===== src/hw/rtl/rmts_pkg.sv =====
`timescale 1ns / 1ps
// ----------------------------------------------------------------------------
// rmts_pkg
// Types and constants of the rate-monotonic task scheduler.
// ----------------------------------------------------------------------------
package rmts_pkg;

  localparam int ID_W     = 22;
  localparam int TIME_W   = 32;
  localparam int UTIL_W   = 14;
  localparam int AGE_W    = 8;
  localparam int STATUS_W = 3;
  localparam int TOTAL_W  = 16;
  localparam int PROD_W   = TIME_W + UTIL_W;
  localparam int DIV_STEPS = UTIL_W;

  localparam logic [UTIL_W-1:0] UTIL_SCALE      = 14'd10000;
  localparam logic [UTIL_W-1:0] UTIL_LIMIT_INIT = 14'd6930;

  typedef enum logic [1:0] {
    OP_REGISTER   = 2'd0,
    OP_YIELD      = 2'd1,
    OP_WAKE       = 2'd2,
    OP_DEREGISTER = 2'd3
  } opcode_t;

  typedef enum logic [STATUS_W-1:0] {
    ST_OK       = 3'd0,
    ST_REJECT   = 3'd1,
    ST_FULL     = 3'd2,
    ST_NOTFOUND = 3'd3,
    ST_INVALID  = 3'd4
  } status_t;

  typedef enum logic [1:0] {
    RS_SLEEP = 2'd0,
    RS_READY = 2'd1,
    RS_RUN   = 2'd2,
    RS_FRESH = 2'd3
  } run_state_t;

  // one table entry as stored in the task memory
  typedef struct packed {
    logic [ID_W-1:0]   task_id;
    logic [TIME_W-1:0] period;
    logic [UTIL_W-1:0] util;
    run_state_t        run_state;
    logic [TIME_W-1:0] pstart;
    logic [AGE_W-1:0]  age;
  } task_rec_t;

endpackage


===== src/hw/rtl/rate_monotonic_task_scheduler.sv =====
`timescale 1ns / 1ps
// ----------------------------------------------------------------------------
// rate_monotonic_task_scheduler
// Periodic task table with utilization admission and rate-monotonic dispatch.
// ----------------------------------------------------------------------------
//
//  channel   | handshake                 | payload
//  ----------+---------------------------+-------------------------------------
//  request   | in_valid / in_stall       | opcode, task_id, period_ms,
//            |                           | compute_ms, now_ms
//  result    | out_valid / out_stall     | status, utilization_total, sleep_ms,
//            |                           | slept, switched, running_valid,
//            |                           | running_id
//  config    | APB psel/penable/pwrite   | utilization_limit at byte address 0
//
// Register runs the 14-step divider and one memory pass and can be refused
// before the pass; yield and wake run a lookup pass, a dispatch pass, on a
// preemption the old-task read and write, and the new-task write when a task
// is switched in; deregister runs a lookup pass and a re-ageing pass.
// Reset clears the slot valid bits and the running marker and loads the limit
// with 6930; the memory itself is not cleared. While the result register is
// full and stalled, a finished request waits in its last state and no new one
// enters.
// ----------------------------------------------------------------------------
module rate_monotonic_task_scheduler #(
  parameter int MAX_TASKS = 16
) (
  input  logic                            clk,
  input  logic                            rst,
  // configuration
  input  logic                            psel,
  input  logic                            penable,
  input  logic                            pwrite,
  input  logic [2:0]                      paddr,
  input  logic [31:0]                     pwdata,
  output logic [31:0]                     prdata,
  output logic                            pready,
  // request channel
  input  logic                            in_valid,
  output logic                            in_stall,
  input  logic [1:0]                      opcode,
  input  logic [rmts_pkg::ID_W-1:0]       task_id,
  input  logic [rmts_pkg::TIME_W-1:0]     period_ms,
  input  logic [rmts_pkg::TIME_W-1:0]     compute_ms,
  input  logic [rmts_pkg::TIME_W-1:0]     now_ms,
  // result channel
  output logic                            out_valid,
  input  logic                            out_stall,
  output logic [rmts_pkg::STATUS_W-1:0]   status,
  output logic [rmts_pkg::TOTAL_W-1:0]    utilization_total,
  output logic [rmts_pkg::TIME_W-1:0]     sleep_ms,
  output logic                            slept,
  output logic                            switched,
  output logic                            running_valid,
  output logic [rmts_pkg::ID_W-1:0]       running_id
);
  import rmts_pkg::*;

  localparam int IDX_W = (MAX_TASKS > 1) ? $clog2(MAX_TASKS) : 1;
  localparam int CNT_W = IDX_W + 1;
  localparam logic [CNT_W-1:0] CNT_END = CNT_W'(MAX_TASKS);

  typedef enum logic [3:0] {
    S_IDLE, S_MUL, S_CHK, S_DIV, S_ADM_CHK, S_ADMIT, S_ADM_END, S_FIND,
    S_ACT, S_DISP, S_DSEL, S_OLD_RD, S_OLD_WR, S_NEW_WR, S_DEREG, S_DONE
  } state_t;

  state_t state;

  // task memory and its ports
  task_rec_t mem [MAX_TASKS];
  logic             mem_re;
  logic [IDX_W-1:0] mem_ra;
  task_rec_t        rd_data;
  logic             mem_we;
  logic [IDX_W-1:0] mem_wa;
  task_rec_t        mem_wd;

  // control state
  logic [MAX_TASKS-1:0] used;
  logic [CNT_W-1:0]     used_count;
  logic [UTIL_W-1:0]    util_sum;
  logic [UTIL_W-1:0]    limit;
  logic                 cur_valid;
  logic [IDX_W-1:0]     cur_slot;
  logic [TIME_W-1:0]    cur_period;
  logic [ID_W-1:0]      cur_id;

  // request latch
  opcode_t           op_q;
  logic [ID_W-1:0]   id_q;
  logic [TIME_W-1:0] period_q;
  logic [TIME_W-1:0] compute_q;
  logic [TIME_W-1:0] now_q;

  // pass sequencing
  logic [CNT_W-1:0] cnt;
  logic             rd_vld;
  logic [IDX_W-1:0] rd_idx;
  logic             found;
  logic [IDX_W-1:0] best_idx;
  task_rec_t        best_rec;
  logic             free_found;
  logic [IDX_W-1:0] free_idx;

  // divider
  logic [PROD_W-1:0] prod;
  logic [TIME_W-1:0] rem;
  logic [UTIL_W-1:0] quo;
  logic [3:0]        div_cnt;

  // result being built
  status_t           res_status;
  logic [TIME_W-1:0] res_sleep;
  logic              res_slept;
  logic              res_switched;

  logic              pass_rd;
  logic              pass_last;
  logic [TIME_W:0]   div_trial;
  logic              div_ge;
  logic [TIME_W-1:0] y_elapsed;
  logic              y_ok;
  logic              find_hit;
  logic              disp_hit;
  task_rec_t         new_rec;
  task_rec_t         act_rec;
  logic              act_we;

  assign pready   = 1'b1;
  assign prdata   = paddr[2] ? 32'd0 : {{(32-UTIL_W){1'b0}}, limit};
  assign in_stall = (state != S_IDLE);

  assign pass_rd   = (cnt < CNT_END);
  assign pass_last = rd_vld && (cnt == CNT_END);

  // one restoring division step: bring down the next dividend bit
  assign div_trial = {rem, prod[UTIL_W-1]};
  assign div_ge    = (div_trial >= {1'b0, period_q});

  // yield: time gone in the current period
  assign y_elapsed = (best_rec.run_state == RS_FRESH) ? '0 : (now_q - best_rec.pstart);
  assign y_ok      = (best_rec.period > y_elapsed);

  assign find_hit = rd_vld && used[rd_idx] && (rd_data.task_id == id_q) &&
                    (!found || (rd_data.age < best_rec.age));
  assign disp_hit = rd_vld && used[rd_idx] && (rd_data.run_state == RS_READY) &&
                    (!found || (rd_data.period < best_rec.period) ||
                     ((rd_data.period == best_rec.period) &&
                      (rd_data.age < best_rec.age)));

  always_comb begin
    new_rec           = '0;
    new_rec.task_id   = id_q;
    new_rec.period    = period_q;
    new_rec.util      = quo;
    new_rec.run_state = RS_FRESH;
    new_rec.pstart    = '0;
    new_rec.age       = '0;

    act_rec = best_rec;
    act_we  = 1'b0;
    if (op_q == OP_WAKE) begin
      act_rec.run_state = RS_READY;
      act_rec.pstart    = now_q;
      act_we            = 1'b1;
    end else if (op_q == OP_YIELD && y_ok && best_rec.run_state != RS_FRESH) begin
      act_rec.run_state = RS_SLEEP;
      act_we            = 1'b1;
    end
  end

  // memory port control
  always_comb begin
    mem_re = 1'b0;
    mem_ra = cnt[IDX_W-1:0];
    mem_we = 1'b0;
    mem_wa = rd_idx;
    mem_wd = rd_data;
    case (state)
      S_ADMIT: begin
        mem_re = pass_rd;
        if (rd_vld) begin
          if (used[rd_idx]) begin
            mem_we     = 1'b1;
            mem_wd.age = rd_data.age + AGE_W'(1);
          end else if (!free_found) begin
            mem_we = 1'b1;
            mem_wd = new_rec;
          end
        end
      end
      S_FIND, S_DISP: begin
        mem_re = pass_rd;
      end
      S_DEREG: begin
        mem_re = pass_rd;
        if (rd_vld && used[rd_idx] && rd_data.age > best_rec.age) begin
          mem_we     = 1'b1;
          mem_wd.age = rd_data.age - AGE_W'(1);
        end
      end
      S_ACT: begin
        mem_we = found && act_we;
        mem_wa = best_idx;
        mem_wd = act_rec;
      end
      S_OLD_RD: begin
        mem_re = 1'b1;
        mem_ra = cur_slot;
      end
      S_OLD_WR: begin
        // demote the preempted task only if it is still marked running
        mem_we           = (rd_data.run_state == RS_RUN);
        mem_wa           = cur_slot;
        mem_wd.run_state = RS_READY;
      end
      S_NEW_WR: begin
        mem_we           = 1'b1;
        mem_wa           = best_idx;
        mem_wd           = best_rec;
        mem_wd.run_state = RS_RUN;
      end
      default: begin
        mem_re = 1'b0;
      end
    endcase
  end

  always_ff @(posedge clk) begin
    if (mem_we) begin
      mem[mem_wa] <= mem_wd;
    end
    if (mem_re) begin
      rd_data <= mem[mem_ra];
    end
  end

  always_ff @(posedge clk) begin
    if (rst) begin
      limit <= UTIL_LIMIT_INIT;
    end else if (psel && penable && pwrite && !paddr[2]) begin
      limit <= pwdata[UTIL_W-1:0];
    end
  end

  always_ff @(posedge clk) begin
    if (rst) begin
      state      <= S_IDLE;
      used       <= '0;
      used_count <= '0;
      util_sum   <= '0;
      cur_valid  <= 1'b0;
      rd_vld     <= 1'b0;
      out_valid  <= 1'b0;
    end else begin
      if (out_valid && !out_stall) begin
        out_valid <= 1'b0;
      end

      // shared pass sequencer: issue one read a cycle, track the last
      if (state == S_ADMIT || state == S_FIND || state == S_DISP ||
          state == S_DEREG) begin
        if (pass_rd) begin
          cnt    <= cnt + CNT_W'(1);
          rd_idx <= cnt[IDX_W-1:0];
        end
        rd_vld <= pass_rd;
      end

      case (state)
        S_IDLE: begin
          if (in_valid) begin
            op_q         <= opcode_t'(opcode);
            id_q         <= task_id;
            period_q     <= period_ms;
            compute_q    <= compute_ms;
            now_q        <= now_ms;
            res_status   <= ST_OK;
            res_sleep    <= '0;
            res_slept    <= 1'b0;
            res_switched <= 1'b0;
            cnt          <= '0;
            rd_vld       <= 1'b0;
            found        <= 1'b0;
            if (opcode_t'(opcode) != OP_REGISTER) begin
              state <= S_FIND;
            end else if (period_ms == '0) begin
              res_status <= ST_INVALID;
              state      <= S_DONE;
            end else if (used_count == CNT_END) begin
              res_status <= ST_FULL;
              state      <= S_DONE;
            end else begin
              state <= S_MUL;
            end
          end
        end
        S_MUL: begin
          prod  <= PROD_W'(compute_q) * PROD_W'(UTIL_SCALE);
          state <= S_CHK;
        end
        S_CHK: begin
          // a quotient of 2^14 or more cannot fit under any limit
          if (prod >= {period_q, {UTIL_W{1'b0}}}) begin
            res_status <= ST_REJECT;
            state      <= S_DONE;
          end else begin
            rem     <= prod[PROD_W-1:UTIL_W];
            prod    <= {{TIME_W{1'b0}}, prod[UTIL_W-1:0]};
            div_cnt <= '0;
            state   <= S_DIV;
          end
        end
        S_DIV: begin
          rem     <= div_ge ? TIME_W'(div_trial - {1'b0, period_q}) : div_trial[TIME_W-1:0];
          quo     <= {quo[UTIL_W-2:0], div_ge};
          prod    <= {prod[PROD_W-2:0], 1'b0};
          div_cnt <= div_cnt + 4'd1;
          if (div_cnt == 4'(DIV_STEPS - 1)) begin
            state <= S_ADM_CHK;
          end
        end
        S_ADM_CHK: begin
          if (({1'b0, util_sum} + {1'b0, quo}) > {1'b0, limit}) begin
            res_status <= ST_REJECT;
            state      <= S_DONE;
          end else begin
            cnt        <= '0;
            rd_vld     <= 1'b0;
            free_found <= 1'b0;
            state      <= S_ADMIT;
          end
        end
        S_ADMIT: begin
          // age every live entry, drop the new one into the first free slot
          if (rd_vld && !used[rd_idx] && !free_found) begin
            free_found <= 1'b1;
            free_idx   <= rd_idx;
          end
          if (pass_last) begin
            state <= S_ADM_END;
          end
        end
        S_ADM_END: begin
          used[free_idx] <= 1'b1;
          used_count     <= used_count + CNT_W'(1);
          util_sum       <= util_sum + quo;
          state          <= S_DONE;
        end
        S_FIND: begin
          if (find_hit) begin
            found    <= 1'b1;
            best_idx <= rd_idx;
            best_rec <= rd_data;
          end
          if (pass_last) begin
            state <= S_ACT;
          end
        end
        S_ACT: begin
          cnt    <= '0;
          rd_vld <= 1'b0;
          if (!found) begin
            res_status <= ST_NOTFOUND;
            state      <= S_DONE;
          end else if (op_q == OP_DEREGISTER) begin
            used[best_idx] <= 1'b0;
            used_count     <= used_count - CNT_W'(1);
            util_sum       <= util_sum - best_rec.util;
            if (cur_valid && cur_slot == best_idx) begin
              cur_valid <= 1'b0;
            end
            state <= S_DEREG;
          end else begin
            if (op_q == OP_YIELD && y_ok) begin
              res_sleep <= best_rec.period - y_elapsed;
              res_slept <= 1'b1;
              if (cur_valid && cur_slot == best_idx) begin
                cur_valid <= 1'b0;
              end
            end
            found <= 1'b0;
            state <= S_DISP;
          end
        end
        S_DISP: begin
          if (disp_hit) begin
            found    <= 1'b1;
            best_idx <= rd_idx;
            best_rec <= rd_data;
          end
          if (pass_last) begin
            state <= S_DSEL;
          end
        end
        S_DSEL: begin
          if (!found) begin
            state <= S_DONE;
          end else if (cur_valid) begin
            state <= (best_rec.period < cur_period) ? S_OLD_RD : S_DONE;
          end else begin
            state <= S_NEW_WR;
          end
        end
        S_OLD_RD: begin
          state <= S_OLD_WR;
        end
        S_OLD_WR: begin
          state <= S_NEW_WR;
        end
        S_NEW_WR: begin
          cur_valid    <= 1'b1;
          cur_slot     <= best_idx;
          cur_period   <= best_rec.period;
          cur_id       <= best_rec.task_id;
          res_switched <= 1'b1;
          state        <= S_DONE;
        end
        S_DEREG: begin
          if (pass_last) begin
            state <= S_DONE;
          end
        end
        S_DONE: begin
          // hold until the result register is free
          if (!out_valid || !out_stall) begin
            out_valid         <= 1'b1;
            status            <= res_status;
            utilization_total <= TOTAL_W'(util_sum);
            sleep_ms          <= res_sleep;
            slept             <= res_slept;
            switched          <= res_switched;
            running_valid     <= cur_valid;
            running_id        <= cur_valid ? cur_id : '0;
            state             <= S_IDLE;
          end
        end
        default: begin
          state <= S_IDLE;
        end
      endcase
    end
  end

`ifndef SYNTHESIS
  a_count_matches: assert property (@(posedge clk) disable iff (rst)
    used_count == CNT_W'($countones(used)))
    else $error("used_count out of step with valid bits");

  a_running_live: assert property (@(posedge clk) disable iff (rst)
    cur_valid |-> used[cur_slot])
    else $error("running marker points at a free slot");

  a_accept_busy: assert property (@(posedge clk) disable iff (rst)
    (in_valid && !in_stall) |=> (state != S_IDLE))
    else $error("request accepted but sequencer stayed idle");

  a_util_bound: assert property (@(posedge clk) disable iff (rst)
    (state == S_ADM_END) |=> (util_sum == $past(util_sum) + $past(quo)))
    else $error("admission did not add the new term");
`endif

endmodule


===== config.mk =====
export PLATFORM = sky130hd
export DESIGN_NAME = rate_monotonic_task_scheduler
export DESIGN_NICKNAME = d
export VERILOG_FILES = /design/src/hw/rtl/rmts_pkg.sv /design/src/hw/rtl/rate_monotonic_task_scheduler.sv
export SDC_FILE = /design/constraint.sdc
export NUM_CORES = 2
export LEC_CHECK = 0
export BUFFER_PORTS_ARGS = -buffer_cell sky130_fd_sc_hd__clkbuf_2
export CAP_MARGIN = 20
export CORE_ASPECT_RATIO = 2
export CORE_UTILIZATION = 45
export CTS_CLUSTER_SIZE = 12
export DETAILED_ROUTE_END_ITERATION = 6
export PLACE_DENSITY_LB_ADDON = 0.2
export SYNTH_ARGS = -nofsm -noshare
export SYNTH_HDL_FRONTEND = slang
export SYNTH_SLANG_ARGS = --single-unit

===== constraint.sdc =====
create_clock -name clk -period 39.2 [get_ports clk]
set_clock_uncertainty 0.15 [all_clocks]
set_input_delay 5.88 -clock clk [delete_from_list [all_inputs] [get_ports clk]]
set_output_delay 5.88 -clock clk [all_outputs]
set_load 0.1 [all_outputs]

Yosys cells after proc, flatten, opt, wreduce, memory -nomap -nowiden --
Memories as Yosys holds them, arrays and structs flattened. A register that Yosys moved wholly into a read port is not among the register bits. Cells that the tools add are included.
Storage, ports and cells: register bits 570, bits in writable memories 1760, memories 1
Memory list:
- mem | depth 16, width 110, read ports 1, clocked after memory_dff 1, write ports 1, line rate_monotonic_task_scheduler.sv:71 | task_rec_t mem [MAX_TASKS];
Operators by class: $lt $le $gt $ge 14, $add $sub $neg 12, equal/unequal tests 48, muxes and demuxes 116, multipliers 1, bitwise gates (word level) 5, reduce and logical (&&, ||, !) cells 69
Operators by type and width (number):
- $mux 110 | 4
- $mux 32 | 8
- $pmux 110 s2 | 1
- $pmux 46 s3 | 1
- $pmux 68 s2 | 1
- $pmux 32 s2 | 2
- $mux 102 | 1
- $pmux 32 s3 | 1
- $sub 32x32->32 | 3
- $lt 32x32->1 | 2
- $mux 4 | 16
- $pmux 4 s15 | 1
- $ge 46x46->1 | 1
- $mux 46 | 1
- $mul 32x10->42 const B | 1
- $mux 14 | 3
- $ne 2x2->1 const B | 19
- $eq 4x4->1 const B | 9
- $ge 33x32->1 | 1
- $mux 3 | 11
- $eq 32x32->1 | 1
- $gt 32x32->1 | 1
- $logic_not 32->1 | 1
- $mux 16 | 2
- other kinds (61) | 173

Longest topological paths before layout --
word-level depth 11, mapped depth 24, mapped depth without buffers 23

Worst setup path after synthesis --
No wires, ideal clock.
kind flip-flop to flip-flop, start reg now_q[0], end mem mem[0][0] (netlist bit) (enable), stages on the path, launching flop included 23, setup slack 23333 ps, data arrival time 14868 ps, buffers on the path 1, path through edfxtp_1 inv_1 ha_1 inv_1 fa_1 a211oi_1 o21ai_0 a31oi_1 nor3_1 o2111a_1 o211ai_1 nand2_1 xnor2_1 or2_2 ha_1 clkbuf_1 nand3_1 nor3_1 and3_1 and3_1 o21ai_0 o311a_2 nor4_1
On the way: cells in the longest elaborated chain, start to end 11
RTL lines:
- start, declared | line rate_monotonic_task_scheduler.sv:94 | logic [TIME_W-1:0] now_q;
- start signal, assigned | line rate_monotonic_task_scheduler.sv:278 | now_q <= now_ms;
- $sub 32x32->32 | line rate_monotonic_task_scheduler.sv:142 | assign y_elapsed = (best_rec.run_state == RS_FRESH) ? '0 : (now_q - best_rec.pstart);
- $mux 32 | line rate_monotonic_task_scheduler.sv:142
- $gt 32x32->1 | line rate_monotonic_task_scheduler.sv:143 | assign y_ok = (best_rec.period > y_elapsed);
- $logic_and 1x1->1 (2 in series) | line rate_monotonic_task_scheduler.sv:167 | end else if (op_q == OP_YIELD && y_ok && best_rec.run_state != RS_FRESH) begin
- $mux 1 | line rate_monotonic_task_scheduler.sv:167
- $mux 1 | line rate_monotonic_task_scheduler.sv:163 | if (op_q == OP_WAKE) begin
- $logic_and 1x1->1 | line rate_monotonic_task_scheduler.sv:204 | mem_we = found && act_we;
- $pmux 1 s5 | line rate_monotonic_task_scheduler.sv:180 | case (state)
- $mux 1 | line rate_monotonic_task_scheduler.sv:231 | if (mem_we) begin
- $mux 1 (not written as such) | line rate_monotonic_task_scheduler.sv:232 | mem[mem_wa] <= mem_wd;
- end, declared | line rate_monotonic_task_scheduler.sv:71
Every way passes these cells.

Final worst setup path --
start in paddr[2], end out prdata[3]
On the way: cells in the longest elaborated chain, start to end 1
RTL lines:
- start, declared | line rate_monotonic_task_scheduler.sv:34 | input logic [2:0] paddr,
- $mux 14 | line rate_monotonic_task_scheduler.sv:131 | assign prdata = paddr[2] ? 32'd0 : {{(32-UTIL_W){1'b0}}, limit};
- end, declared | line rate_monotonic_task_scheduler.sv:36 | output logic [31:0] prdata,
Every way passes these cells.

==> flow_summary.yaml <==
run_status:
  status: "complete, but fails checks"
  violations: "design-rule violations"
global_route:
  grt_pass1_wl_um: 425000
  antenna_found_initial: 14
  grt_max_degree: 132
  grt_pass1_vias: 63000
  grt-ovfl-total: 0
  grt_usage_pct: 24.2
logic_synthesis:
  yosysSeqAreaShare_pct: 67.8
  ys_warn_count: 0
  synthFlopType: "edfxtp_1"
  synth.area.mux_share_pct: 9.54
  synthCells: 6616
  synth_fa_ha_area_share_pct: 5.95
  synth_edf_count: 2380
  yosys.area.top_type: "edfxtp_1"
  syn_area_um2: 107000
  synth-compound-area-share_pct: 6.86
  synth_top_family_by_area: "multiplexers"
  syn_area_per_cell_um2: 16.2
  synthXorXnorAreaFrac_pct: 1.29
  ys_seq_elements: 2436
  synthTopCellsByArea: "edfxtp_1, mux4_2, ha_1"
  synth_top_area_share_pct: 66.7
  ys_types: 88
  synth-simple-area-share_pct: 5.76
  async_flop_share_pct: 0
clock_tree:
  clock_latency_ps: 920
  htree_levels: 4
  clk_path_buf_depth: 4
  clkTransAtPathRegs_ps: 60
  post_cts_buffers: 0
  cts_tree: "done"
  cts_sinks: 2436
  cts_inserted_buffers: 236
  ctsResizeCount: 0
  hold_buffers: 0
  cts_root_buffer: "clkbuf_16"
timing:
  fmax_ghz: 0.0783
  relSlewSlack_pct: 24.0
  timing.final.crit_share_pct: 32.6
  final.min_clock_period_ps: 12770
  hold_viol: 0
  rsz0062_at_grt: "no"
  worst_pin_slew_ps: 1140
  finalSetupViolations: 0
  fin_tns_setup_ps: 0
  final_max_slew_viol_count: 0
final_layout:
  mostFrequentLayoutCells: "edfxtp_1, nand2_1, mux4_2, inv_1, ha_1"
  stdcell_count: 10100
  utilization_pct: 50.2
  nets: 7552
  syn_to_final_growth_pct: 10.8
  layout-drive-gt1-share_pct: 16.3
  mostFrequentLayoutCell: "edfxtp_1"
  final.fill_count: 19500
critical_path:
  critPathLaunchType: "input pin"
  cp.arrival_ps: 6740
  r2r-end: "mem[11][80]"
  r2r_cells: 25
  reg2reg_slack_ps: 29740
  r2r_start: "now_q[0]"
  cp.required_ps: 33170
  critPathKind: "in -> out"
  critPathCaptureType: "primary output"
  cp_max_fo: 16
placement:
  numPlacedInstances: 9739
  io_buffers: 231
  post-dp-hpwl_um: 172000
  place_congestion: 0.947
pwr:
  p_per_area_nw_per_um2: 67.8
  p_leak_nw: 40.9
  max-vdd-ir-drop_v: 0.0000423
floorplanning:
  dieArea_um2: 240000
  die_x_um: 347
  initial_core_util_pct: 45.3
  coreArea_um2: 236000
  die_h_um: 692
  ioPinCount: 273
  rows: 252
run:
  drv_cap: 0
drt:
  drc_errors: 3
  vias: 60900
  wl_per_cell_um: 29.0
  drt_iter0_drc: 6113
  wl_um: 292000
  ant_nets: 0
  first_pass_iters: 7
  vias_per_cell: 6.06
min_path:
  worstHoldStart: "res_sleep[4]"
  hold_end: "sleep_ms[4]"
  hold_class: "reg -> reg"
  min_path_cells: 0
per-layer routing:
metal / vias up / routed length (um) / global-route usage (%)
li1: 26400 / - / -
met1: 31800 / 109000 / 29.1
met5: - / 24 / 0
met3: 532 / 16400 / 3.11
met2: 2171 / 151000 / 43.0
met4: 4 / 14600 / 11.4
stage by stage:
step / hold slack, ps / total power [mW] / cell area [um2] / worst slack (ps)
final: 265 / 8.05 / 119000 / 26430
after global routing: 267 / 8.43 / 119000 / 26380
after CTS: 265 / 8.11 / 119000 / 26430
after detailed placement: 255 / 6.05 / 112000 / 26430
after global placement: 255 / 6.00 / 112000 / 26460
after floorplan: 250 / 5.28 / 107000 / 23330
power breakdown:
group,switching (mW),internal (mW),leakage (nW)
clock,0.938,1.11,3.14
sequential,0.107,3.31,21.9
combinational,1.61,0.968,15.9
total,2.65,5.39,40.9
worst max-delay path: stages:
cell	delay, ps
clkbuf_2	220
nor2_1	160
clkbuf_2	470
area by class of cell:
type,count,area (um2),share of cell area (%)
flip-flops and latches,2436,72600,61.2
multi-input cells,3465,31800,26.8
clock buffers,278,6140,5.17
well taps,3048,3810,3.22
repair buffers,361,2300,1.94
inverters,434,1630,1.37
clock inverters,29,293,0.247
diodes,6,15.0,0.0127
cells in the mapped netlist (all sizes together), types with 42 or more instances:
library cell	instances
a211oi	135
a21o	66
a21oi	226
a222oi	103
a31oi	156
and2	145
buf	122
clkbuf	178
dfxtp	56
edfxtp	2380
fa	89
ha	367
inv	432
mux4	445
nand2	517
nand3	102
nand4	42
nor2	194
nor3	65
o21ai	176
xnor2	94
xor2	64
sequential cells by signal, summed over array words and instances, names as in the netlist, 5 cells and up:
register and cells:
cur_id 22, rem 32, cur_period 32, period_q 32, used 16, best_rec 34
compute_q 32, used_count 5, cnt 5, act_rec 76, res_sleep 32, quo 14
prod 42, mem 1760, running_id 22, sleep_ms 32, util_sum 14, utilization_total 14
id_q 22, rd_data 110, limit 14, now_q 32
logic make-up after synthesis:
logic type / after synthesis
buffers and inverters: 734
adder cells (fa/ha/maj): 456
XOR/XNOR: 158
flip-flops: 2436
other: 2
AO/OA/AOI/OAI: 1080
multiplexers: 464
AND/OR/NAND/NOR: 1286
worst max path at each step:
stage,from,endpoint,slack [ps],cells after the start
global placement,paddr[2],prdata[0],26460,3
global route,paddr[2],prdata[10],26380,3
CTS,paddr[2],prdata[0],26430,3
finish,paddr[2],prdata[3],26430,3
detailed placement,paddr[2],prdata[0],26430,3
floorplan,now_q[0],mem[0][0],23330,22
Power figures use the tool's default switching activity.
